### config.mk
export PLATFORM = sky130hd
export DESIGN_NAME = grid_surface_tessellator
export DESIGN_NICKNAME = d
export VERILOG_FILES = /design/src/gst_pkg.sv /design/src/gst_queue.sv /design/src/gst_front.sv /design/src/gst_back.sv /design/src/grid_surface_tessellator.sv
export VERILOG_INCLUDE_DIRS = /design/src /design/src/src
export SDC_FILE = /design/constraint.sdc
export NUM_CORES = 2
export LEC_CHECK = 0
export ABC_CLOCK_PERIOD_IN_PS = 17400
export CORE_MARGIN = 1
export CORE_UTILIZATION = 69
export DETAILED_ROUTE_END_ITERATION = 10
export DONT_BUFFER_PORTS = 1
export GPL_TIMING_DRIVEN = 0
export PLACE_DENSITY = 0.91
export SYNTH_ARGS = -nofsm -noshare
export SYNTH_HDL_FRONTEND = slang
export SYNTH_HIERARCHICAL = 1
export SYNTH_SLANG_ARGS = --single-unit
### constraint.sdc
create_clock -name clk -period 17.4 [get_ports clk]
set_input_delay 1.74 -clock clk [delete_from_list [all_inputs] [get_ports clk]]
set_output_delay 1.74 -clock clk [all_outputs]
set_load 0.1 [all_outputs]
### src/grid_surface_tessellator_assert.svh
// Assertion macros shared by the grid tessellator RTL.
// Each macro expects signals named clk and rst in the including scope.
`ifndef GRID_SURFACE_TESSELLATOR_ASSERT_SVH
`define GRID_SURFACE_TESSELLATOR_ASSERT_SVH

// The consequent must hold in the same cycle as the antecedent.
`define GST_ASSERT_SAME(label, ante, cons, msg) \
  label: assert property (@(posedge clk) disable iff (rst) (ante) |-> (cons)) \
    else $error(msg);

// The consequent must hold in the cycle after the antecedent.
`define GST_ASSERT_NEXT(label, ante, cons, msg) \
  label: assert property (@(posedge clk) disable iff (rst) (ante) |=> (cons)) \
    else $error(msg);

`endif

### src/gst_pkg.sv
// Shared types, constants and helpers for the grid surface tessellator.
// Used by the front end, the queue, the back end and the top level.
package gst_pkg;

  localparam int MAX_SPLITS = 255;
  localparam int QDEPTH     = 2;
  localparam int QPTR_W     = (QDEPTH > 1) ? $clog2(QDEPTH) : 1;
  localparam int QCNT_W     = $clog2(QDEPTH + 1);
  localparam int DIV_STEPS  = 32;
  localparam int DIV_CNT_W  = $clog2(DIV_STEPS);
  localparam int OUT_DATA_W = 152;
  localparam int LAST_PHASE = 6;

  typedef enum logic [1:0] {
    REG_HALF_WIDTH,
    REG_HALF_HEIGHT,
    REG_COL_SPLITS,
    REG_ROW_SPLITS
  } reg_idx_t;

  typedef struct packed {
    logic [30:0] half_width;
    logic [30:0] half_height;
    logic [7:0]  col_splits;
    logic [7:0]  row_splits;
  } cfg_t;

  // One accepted vertex as handed from the front end to the back end.
  typedef struct packed {
    logic [31:0] pos_x;
    logic [31:0] pos_y;
    logic [31:0] pos_z;
    logic [16:0] tex_u;
    logic [16:0] tex_v;
    logic [16:0] top_left;
    logic [16:0] bot_left;
    logic        has_tri;
    logic        mesh_end;
  } entry_t;

  function automatic logic [7:0] eff_splits(input logic [7:0] s);
    logic [10:0] wide;
    wide = {3'b000, s};
    if (wide > 11'(MAX_SPLITS)) begin
      return MAX_SPLITS[7:0];
    end
    return s;
  endfunction

endpackage

### src/gst_queue.sv
// Short request queue between the tessellator front end and back end.
// Depends on gst_pkg for the entry type and the queue depth.
module gst_queue (
  input  logic            clk,
  input  logic            rst,
  input  logic            push,
  input  gst_pkg::entry_t push_data,
  output logic            full,
  input  logic            pop,
  output logic            head_valid,
  output gst_pkg::entry_t head_data
);
  import gst_pkg::*;

  entry_t              slots [QDEPTH];
  logic [QPTR_W-1:0]   wr_ptr;
  logic [QPTR_W-1:0]   rd_ptr;
  logic [QCNT_W-1:0]   count;

  assign full       = (count == QCNT_W'(QDEPTH));
  assign head_valid = (count != '0);
  assign head_data  = slots[rd_ptr];

  always_ff @(posedge clk) begin
    if (push) begin
      slots[wr_ptr] <= push_data;
    end
  end

  always_ff @(posedge clk) begin
    if (rst) begin
      wr_ptr <= '0;
      rd_ptr <= '0;
      count  <= '0;
    end else begin
      if (push) begin
        wr_ptr <= (wr_ptr == QPTR_W'(QDEPTH - 1)) ? '0 : wr_ptr + 1'b1;
      end
      if (pop) begin
        rd_ptr <= (rd_ptr == QPTR_W'(QDEPTH - 1)) ? '0 : rd_ptr + 1'b1;
      end
      if (push && !pop) begin
        count <= count + 1'b1;
      end else if (pop && !push) begin
        count <= count - 1'b1;
      end
    end
  end

endmodule

### src/gst_front.sv
// Front end of the tessellator: accepts heights, tracks the grid walk and
// divides the per-mesh steps. Depends on gst_pkg; feeds gst_queue.
module gst_front (
  input  logic            clk,
  input  logic            rst,
  input  gst_pkg::cfg_t   cfg,
  input  logic            in_valid,
  output logic            in_ready,
  input  logic [31:0]     in_height,
  output logic            push,
  output gst_pkg::entry_t push_data,
  input  logic            q_full
);
  import gst_pkg::*;

  typedef enum logic [1:0] {F_RUN, F_DIV, F_FIRST} fstate_t;

  fstate_t              state;
  logic                 started;
  logic [8:0]           col_cnt;
  logic [8:0]           row_cnt;
  logic [31:0]          x_acc;
  logic [31:0]          y_acc;
  logic [16:0]          u_acc;
  logic [16:0]          v_acc;
  logic [31:0]          z_hold;
  logic [DIV_CNT_W-1:0] div_cnt;

  // Four restoring dividers in lockstep: x, y, u and v steps.
  logic [31:0] num      [4];
  logic [31:0] quo      [4];
  logic [9:0]  rem      [4];
  logic [31:0] num_next [4];
  logic [31:0] quo_next [4];
  logic [9:0]  rem_next [4];
  logic [8:0]  divisor  [4];

  logic [7:0]  cs;
  logic [7:0]  rs;
  logic [8:0]  last_col;
  logic [8:0]  last_row;
  logic [8:0]  width_v;
  logic [17:0] row_base;
  logic        row_end;
  logic        mesh_end;
  logic        accept;

  assign cs       = eff_splits(cfg.col_splits);
  assign rs       = eff_splits(cfg.row_splits);
  assign last_col = {1'b0, cs} + 9'd1;
  assign last_row = {1'b0, rs} + 9'd1;
  assign width_v  = {1'b0, cs} + 9'd2;

  assign divisor[0] = last_col;
  assign divisor[1] = last_row;
  assign divisor[2] = last_col;
  assign divisor[3] = last_row;

  always_comb begin
    for (int i = 0; i < 4; i++) begin
      logic [10:0] trial;
      trial = {rem[i], num[i][31]};
      if (trial >= {2'b00, divisor[i]}) begin
        rem_next[i] = 10'(trial - {2'b00, divisor[i]});
        quo_next[i] = {quo[i][30:0], 1'b1};
      end else begin
        rem_next[i] = trial[9:0];
        quo_next[i] = {quo[i][30:0], 1'b0};
      end
      num_next[i] = {num[i][30:0], 1'b0};
    end
  end

  assign in_ready = (state == F_RUN) && !q_full;
  assign accept   = in_valid && in_ready;
  assign push     = (accept && started) || ((state == F_FIRST) && !q_full);

  assign row_end  = (col_cnt >= last_col);
  assign mesh_end = row_end && (row_cnt >= last_row);
  assign row_base = {9'd0, width_v} * {9'd0, row_cnt - 9'd1};

  always_comb begin
    push_data.pos_x    = x_acc;
    push_data.pos_y    = y_acc;
    push_data.pos_z    = (state == F_FIRST) ? z_hold : in_height;
    push_data.tex_u    = u_acc;
    push_data.tex_v    = v_acc;
    push_data.top_left = 17'(row_base + {9'd0, col_cnt - 9'd1});
    push_data.bot_left = 17'(row_base + {9'd0, col_cnt - 9'd1} + {9'd0, width_v});
    push_data.has_tri  = (col_cnt != '0) && (row_cnt != '0);
    push_data.mesh_end = mesh_end;
  end

  always_ff @(posedge clk) begin
    if (rst) begin
      state   <= F_RUN;
      started <= 1'b0;
      col_cnt <= '0;
      row_cnt <= '0;
      x_acc   <= '0;
      y_acc   <= '0;
      u_acc   <= '0;
      v_acc   <= '0;
      div_cnt <= '0;
      for (int i = 0; i < 4; i++) begin
        quo[i] <= '0;
      end
    end else begin
      case (state)
        F_RUN: begin
          if (accept && !started) begin
            // A new mesh: latch the height and start dividing the steps.
            z_hold  <= in_height;
            x_acc   <= 32'd0 - {1'b0, cfg.half_width};
            y_acc   <= {1'b0, cfg.half_height};
            u_acc   <= '0;
            v_acc   <= '0;
            col_cnt <= '0;
            row_cnt <= '0;
            started <= 1'b1;
            div_cnt <= '0;
            num[0]  <= {cfg.half_width, 1'b0};
            num[1]  <= {cfg.half_height, 1'b0};
            num[2]  <= 32'd65536;
            num[3]  <= 32'd65536;
            for (int i = 0; i < 4; i++) begin
              quo[i] <= '0;
              rem[i] <= '0;
            end
            state <= F_DIV;
          end
        end
        F_DIV: begin
          for (int i = 0; i < 4; i++) begin
            num[i] <= num_next[i];
            quo[i] <= quo_next[i];
            rem[i] <= rem_next[i];
          end
          div_cnt <= div_cnt + 1'b1;
          if (div_cnt == DIV_CNT_W'(DIV_STEPS - 1)) begin
            state <= F_FIRST;
          end
        end
        F_FIRST: begin
          if (!q_full) begin
            state <= F_RUN;
          end
        end
        default: begin
          state <= F_RUN;
        end
      endcase

      if (push) begin
        if (row_end) begin
          col_cnt <= '0;
          x_acc   <= 32'd0 - {1'b0, cfg.half_width};
          u_acc   <= '0;
          if (mesh_end) begin
            started <= 1'b0;
          end else begin
            row_cnt <= row_cnt + 1'b1;
            y_acc   <= y_acc - quo[1];
            v_acc   <= v_acc + quo[3][16:0];
          end
        end else begin
          col_cnt <= col_cnt + 1'b1;
          x_acc   <= x_acc + quo[0];
          u_acc   <= u_acc + quo[2][16:0];
        end
      end
    end
  end

endmodule

### src/gst_back.sv
// Back end of the tessellator: expands one queued vertex into its vertex
// result and up to six triangle corners. Depends on gst_pkg; fed by gst_queue.
module gst_back (
  input  logic                             clk,
  input  logic                             rst,
  input  logic                             q_valid,
  input  gst_pkg::entry_t                  q_data,
  output logic                             pop,
  output logic                             out_valid,
  input  logic                             out_ready,
  output logic [gst_pkg::OUT_DATA_W-1:0]   out_data,
  output logic [1:0]                       out_user,
  output logic                             out_last
);
  import gst_pkg::*;

  entry_t      cur;
  logic        cur_valid;
  logic [2:0]  phase;
  logic        emit;
  logic        finishing;
  logic [16:0] corner;

  assign emit      = cur_valid && (!out_valid || out_ready);
  assign finishing = emit && ((phase == 3'(LAST_PHASE)) || ((phase == 3'd0) && !cur.has_tri));
  assign pop       = q_valid && (!cur_valid || finishing);

  // Corner order: top left, bottom left, top right, bottom left, bottom right, top right.
  always_comb begin
    case (phase)
      3'd1:    corner = cur.top_left;
      3'd2:    corner = cur.bot_left;
      3'd3:    corner = cur.top_left + 17'd1;
      3'd4:    corner = cur.bot_left;
      3'd5:    corner = cur.bot_left + 17'd1;
      3'd6:    corner = cur.top_left + 17'd1;
      default: corner = '0;
    endcase
  end

  // The phase is zero whenever no request is held, so a new one starts there.
  always_ff @(posedge clk) begin
    if (rst) begin
      cur_valid <= 1'b0;
      phase     <= '0;
      out_valid <= 1'b0;
    end else begin
      if (emit) begin
        out_valid <= 1'b1;
        if (phase == 3'd0) begin
          out_data    <= {5'd0, 17'd0, cur.tex_v, cur.tex_u,
                          cur.pos_z, cur.pos_y, cur.pos_x};
          out_user[0] <= 1'b0;
          out_user[1] <= !cur.has_tri;
          out_last    <= !cur.has_tri && cur.mesh_end;
        end else begin
          out_data    <= {5'd0, corner, 130'd0};
          out_user[0] <= 1'b1;
          out_user[1] <= (phase == 3'(LAST_PHASE));
          out_last    <= (phase == 3'(LAST_PHASE)) && cur.mesh_end;
        end
        phase <= finishing ? 3'd0 : phase + 3'd1;
      end else if (out_ready) begin
        out_valid <= 1'b0;
      end

      if (pop) begin
        cur       <= q_data;
        cur_valid <= 1'b1;
      end else if (finishing) begin
        cur_valid <= 1'b0;
      end
    end
  end

endmodule

### src/grid_surface_tessellator.sv
// Grid surface tessellator: one height in, one vertex plus up to six indices out.
// An accepted height is registered in the queue, then in the back end's held entry and then
// in the output register; a height that closes a cell gives seven results, one per cycle
// while the receiver is ready. The first vertex of each mesh waits while a bit-serial
// divider forms the grid steps. Synchronous reset clears counters, the queue and
// handshakes; configuration returns to half sizes of one and no splits.
module grid_surface_tessellator (
  input  logic         clk,
  input  logic         rst,
  input  logic         cfg_valid,
  output logic         cfg_ready,
  input  logic [1:0]   cfg_index,
  input  logic [30:0]  cfg_data,
  input  logic         s_tvalid,
  output logic         s_tready,
  input  logic [31:0]  s_tdata,   // [31:0] height
  output logic         m_tvalid,
  input  logic         m_tready,
  output logic [151:0] m_tdata,   // pos_x, pos_y, pos_z, tex_u, tex_v, index_value, pad
  output logic [1:0]   m_tuser,   // [0] is_index, [1] last_of_item
  output logic         m_tlast    // last_of_mesh
);
  import gst_pkg::*;

  cfg_t   cfg;
  logic   q_push;
  entry_t q_push_data;
  logic   q_full;
  logic   q_pop;
  logic   q_valid;
  entry_t q_head;

  assign cfg_ready = 1'b1;

  always_ff @(posedge clk) begin
    if (rst) begin
      cfg.half_width  <= 31'd65536;
      cfg.half_height <= 31'd65536;
      cfg.col_splits  <= '0;
      cfg.row_splits  <= '0;
    end else if (cfg_valid && cfg_ready) begin
      case (reg_idx_t'(cfg_index))
        REG_HALF_WIDTH:  cfg.half_width  <= cfg_data;
        REG_HALF_HEIGHT: cfg.half_height <= cfg_data;
        REG_COL_SPLITS:  cfg.col_splits  <= cfg_data[7:0];
        REG_ROW_SPLITS:  cfg.row_splits  <= cfg_data[7:0];
        default: ;
      endcase
    end
  end

  gst_front u_front (
    .clk       (clk),
    .rst       (rst),
    .cfg       (cfg),
    .in_valid  (s_tvalid),
    .in_ready  (s_tready),
    .in_height (s_tdata),
    .push      (q_push),
    .push_data (q_push_data),
    .q_full    (q_full)
  );

  gst_queue u_queue (
    .clk        (clk),
    .rst        (rst),
    .push       (q_push),
    .push_data  (q_push_data),
    .full       (q_full),
    .pop        (q_pop),
    .head_valid (q_valid),
    .head_data  (q_head)
  );

  gst_back u_back (
    .clk       (clk),
    .rst       (rst),
    .q_valid   (q_valid),
    .q_data    (q_head),
    .pop       (q_pop),
    .out_valid (m_tvalid),
    .out_ready (m_tready),
    .out_data  (m_tdata),
    .out_user  (m_tuser),
    .out_last  (m_tlast)
  );

`include "grid_surface_tessellator_assert.svh"

  `GST_ASSERT_SAME(a_no_overflow, q_push, !q_full, "queue written while full")
  `GST_ASSERT_SAME(a_mesh_end_closes_item, m_tvalid && m_tlast, m_tuser[1],
                   "mesh end on a result that does not close its item")
  `GST_ASSERT_SAME(a_index_clean, m_tvalid && m_tuser[0], m_tdata[129:0] == '0,
                   "index result carries vertex data")
  `GST_ASSERT_NEXT(a_corners_follow, m_tvalid && m_tready && !m_tuser[1],
                   m_tvalid && m_tuser[0], "gap inside a triangle index run")

endmodule

==> flow_summary.json <==
{
  "drt_iter0_drc": 3922,
  "cts_root_buf": "clkbuf_16",
  "fp.dieH_um": 278.7,
  "clkLatencyLatePin_ns": 0.70,
  "drive_gt1_share_pct": 11.18,
  "fin_crit_sh_pct": 44.35,
  "utilization_pct": 76.74,
  "worst_pin_slew_ns": 1.366,
  "cts-buffers-inserted": 107,
  "synth_seq_cells": 1108,
  "seqCellArea_um2": 30960,
  "core-area_um2": 75820,
  "ys_async_sr_fraction_pct": 0,
  "pwr-share-seq_pct": 46.3,
  "seq_area_frac_synth_pct": 58.62,
  "gp_congestion": 0.9464,
  "total_leakage_power_nw": 21.84,
  "tns_ns": 0,
  "grt_pass1_vias": 34820,
  "hp-class": "reg -> reg",
  "syn_avg_cell_area_um2": 12.50,
  "fillers": 4234,
  "vias": 35220,
  "vdd_drop_max_mv": 0.09753,
  "multi_input_area_um2": 20220,
  "synth_edf_count": 877,
  "start_kind": "register",
  "antenna_cells": 0,
  "cts_hold_buf": 0,
  "dp_hpwl_um": 87930,
  "die_w_um": 278.7,
  "drt_first_pass_iters": 9,
  "routed_wirelength_um": 128000,
  "viasPerCell": 6.481,
  "start_util_pct": 69.65,
  "drtAntennaViolNets": 0,
  "min_period_ns": 7.717,
  "syn_to_final_growth_pct": 10.18,
  "htreeDepth": 3,
  "rows": 101,
  "worstPathMaxFanout": 11,
  "p_sw_mw": 2.901,
  "fmax_mhz": 129.6,
  "post_cts_resized": 0,
  "end_kind": "register",
  "grt_max_degree": 63,
  "slew_violations": 0,
  "hold_viol": 0,
  "ys.flop_type": "edfxtp_1",
  "netlist_instances": 4226,
  "nets": 4722,
  "maxSlewHeadroom_pct": 8.574,
  "routedWlPerCell_um": 23.56,
  "dieArea_um2": 77650,
  "p_per_area_nw_per_um2": 145.7,
  "maxCapViolCount": 0,
  "grt_use_total_pct": 32.53,
  "critical_path_class": "reg -> reg",
  "cts_tree": "done",
  "clk_pin_slew_ns": 0.06,
  "synth_area_um2": 52810,
  "finClkSkew_ns": 0.04979,
  "grt_overflow": 0,
  "finalPower_mw": 8.481,
  "ys_types": 92,
  "setup_violations": 0,
  "synth_top_area_share_pct": 49.86,
  "status": "completed",
  "clock_sinks": 1108,
  "port_buffers": 0,
  "drc": 0,
  "grt_pass1_wl_um": 194500,
  "clockPowerShare_pct": 27.6,
  "cp.required_ns": 17.78,
  "synth_top_area_cell": "edfxtp_1",
  "ys_warn_count": 6,
  "cp.arrival_ns": 8.10,
  "antenna_found_initial": 2,
  "synth.top_cells.by_area": "edfxtp_1, dfxtp_1, ha_1, mux2_2, nor2_1",
  "p_comb_share_pct": 26.1,
  "post_cts_buffers": 0,
  "clockBufferDepth": 3,
  "ios": 228,
  "rsz0062_at_grt": "false",
  "internal-power_mw": 5.580,
  "p_sw_share_pct": 34.20
}
[flip-flops by register name, indices dropped and copies added (netlist names), 3 cells and up, named ones only]
name,cells
u_front/num,78
u_queue/slots,332
u_front/div_cnt,5
u_front/z_hold,32
u_back/out_data,147
u_front/rem,40
u_back/cur,166
u_front/col_cnt,9
u_back/phase,3
cfg,78
u_front/y_acc,32
u_front/v_acc,17
u_front/quo,98
u_front/x_acc,32
u_front/u_acc,17
u_front/row_cnt,9
[worst max-delay path, cell delays in order (launching register included)]
cell      delay [ns]
dfxtp_1         0.39
inv_2           0.23
ha_1            0.22
nand2_1         0.08
or3_1           0.35
or3_1           0.36
xor2_1          0.62
nand2b_1        0.23
fa_1            0.43
fa_1            0.57
inv_1           0.06
fa_1            0.51
fa_1            0.56
inv_1           0.06
fa_1            0.41
inv_1           0.06
ha_1            0.22
clkbuf_1        0.18
a21oi_1         0.17
o21bai_1        0.09
a21oi_1         0.25
o21ai_0         0.21
a221oi_1        0.42
xnor2_1         0.31
nand4_1         0.21
xnor2_1         0.18
[cells in the mapped netlist (all sizes together), types with 8 or more instances]
| master | number |
|---|---|
| or2 | 22 |
| nand2 | 251 |
| or3 | 23 |
| mux2i | 135 |
| o21ai | 118 |
| inv | 206 |
| o211ai | 14 |
| nand4 | 30 |
| buf | 56 |
| nand2b | 132 |
| nor2 | 361 |
| a311oi | 34 |
| edfxtp | 877 |
| a211oi | 35 |
| a22oi | 35 |
| o21bai | 13 |
| o21a | 19 |
| xnor2 | 120 |
| a2111oi | 11 |
| mux2 | 213 |
| a21boi | 18 |
| o31ai | 8 |
| dfxtp | 231 |
| fa | 63 |
| a21oi | 173 |
| a31oi | 26 |
| nand3 | 65 |
| and3 | 25 |
| nor4 | 14 |
| nor2b | 33 |
| and2 | 199 |
| ha | 226 |
| a22o | 40 |
| clkbuf | 120 |
| xor2 | 68 |
| or4 | 13 |
| a21o | 55 |
| nor3 | 62 |
[layer usage]
metal  up-vias  track usage [%]  part of all wire, %
met5         -                0                0.022
met4         4            14.00                  4.6
met3       420            7.372                   10
met2      2184            53.29                   47
met1     17050            41.85                   38
li1      15570                -                    -
[placed cells by master (no fill, tap or decap), types with 31 or more instances in the layout]
cell type / Yosys / layout
nor3_1: 62 / 61
fa_1: 63 / 63
mux2i_1: 133 / 133
nand2b_1: 132 / 132
a22oi_1: 35 / 35
nand3_1: 65 / 65
inv_1: 205 / 204
ha_1: 226 / 226
mux2_2: 212 / 212
xnor2_1: 120 / 120
o21ai_0: 107 / 107
nand2_1: 251 / 251
a21oi_1: 172 / 171
a211oi_1: 35 / 35
dfxtp_1: 231 / 231
xor2_1: 68 / 68
and2_1: 199 / 198
a22o_1: 39 / 39
nor2_1: 361 / 360
clkbuf_1: 117 / 137
a21o_1: 55 / 55
edfxtp_1: 877 / 877
a311oi_1: 34 / 34
clkbuf_16: 0 / 110
nor2b_1: 33 / 31
[power by group through the flow]
stage,Sequential [mW],Combinational [mW],Clock [mW]
detailed placement,3.96,2.13,0
CTS,3.92,2.18,2.35
global route,3.95,2.39,2.45
finish,3.92,2.22,2.34
global placement,4.05,1.96,0
floorplan,3.96,1.55,0
[logic make-up after synthesis]
| logic type | after synthesis | synth area share [%] |
|---|---|---|
| AO/OA/AOI/OAI | 654 | 8.275 |
| buffers and inverters | 383 | 3.208 |
| other | 2 | 0.01422 |
| multiplexers | 348 | 7.114 |
| flip-flops | 1108 | 58.62 |
| AND/OR/NAND/NOR | 1254 | 11.91 |
| adder cells (fa/ha/maj) | 289 | 7.742 |
| XOR/XNOR | 188 | 3.118 |
[final cells by class]
| class | count | share of cell area (%) |
|---|---|---|
| Timing Repair Buffer | 24 | 0.9031 |
| Sequential cell | 1108 | 53.21 |
| Clock inverter | 64 | 1.101 |
| Multi-Input combinational cell | 2739 | 34.74 |
| Inverter | 207 | 1.335 |
| Buffer | 176 | 1.578 |
| Tap cell | 978 | 2.103 |
| Clock buffer | 138 | 5.032 |
[stage by stage]
stage               hold WS, ns  worst slack [ns]  instances  cell area, um^2
floorplan                0.4395             7.172       4230            52830
global placement         0.4624             2.508       5208            54050
detailed placement       0.4688             9.849       5231            54600
CTS                      0.4655             9.773       5433            58170
global route             0.5011             9.340       5434            58190
finish                   0.4781             9.683       5434            58190
[path summary, 6_finish.rpt]
check                     start              endpoint  slack [ns]  cells past startpoint
max          u_front/row_cnt[0]  u_queue/slots[0][18]        9.68                     25
min           u_front/quo[2][5]     u_front/quo[2][6]        0.48                      2
max reg2reg  u_front/row_cnt[0]  u_queue/slots[0][18]        9.68                     25
min reg2reg   u_front/quo[2][5]     u_front/quo[2][6]        0.48                      2
(Power assumes the default switching activity.)
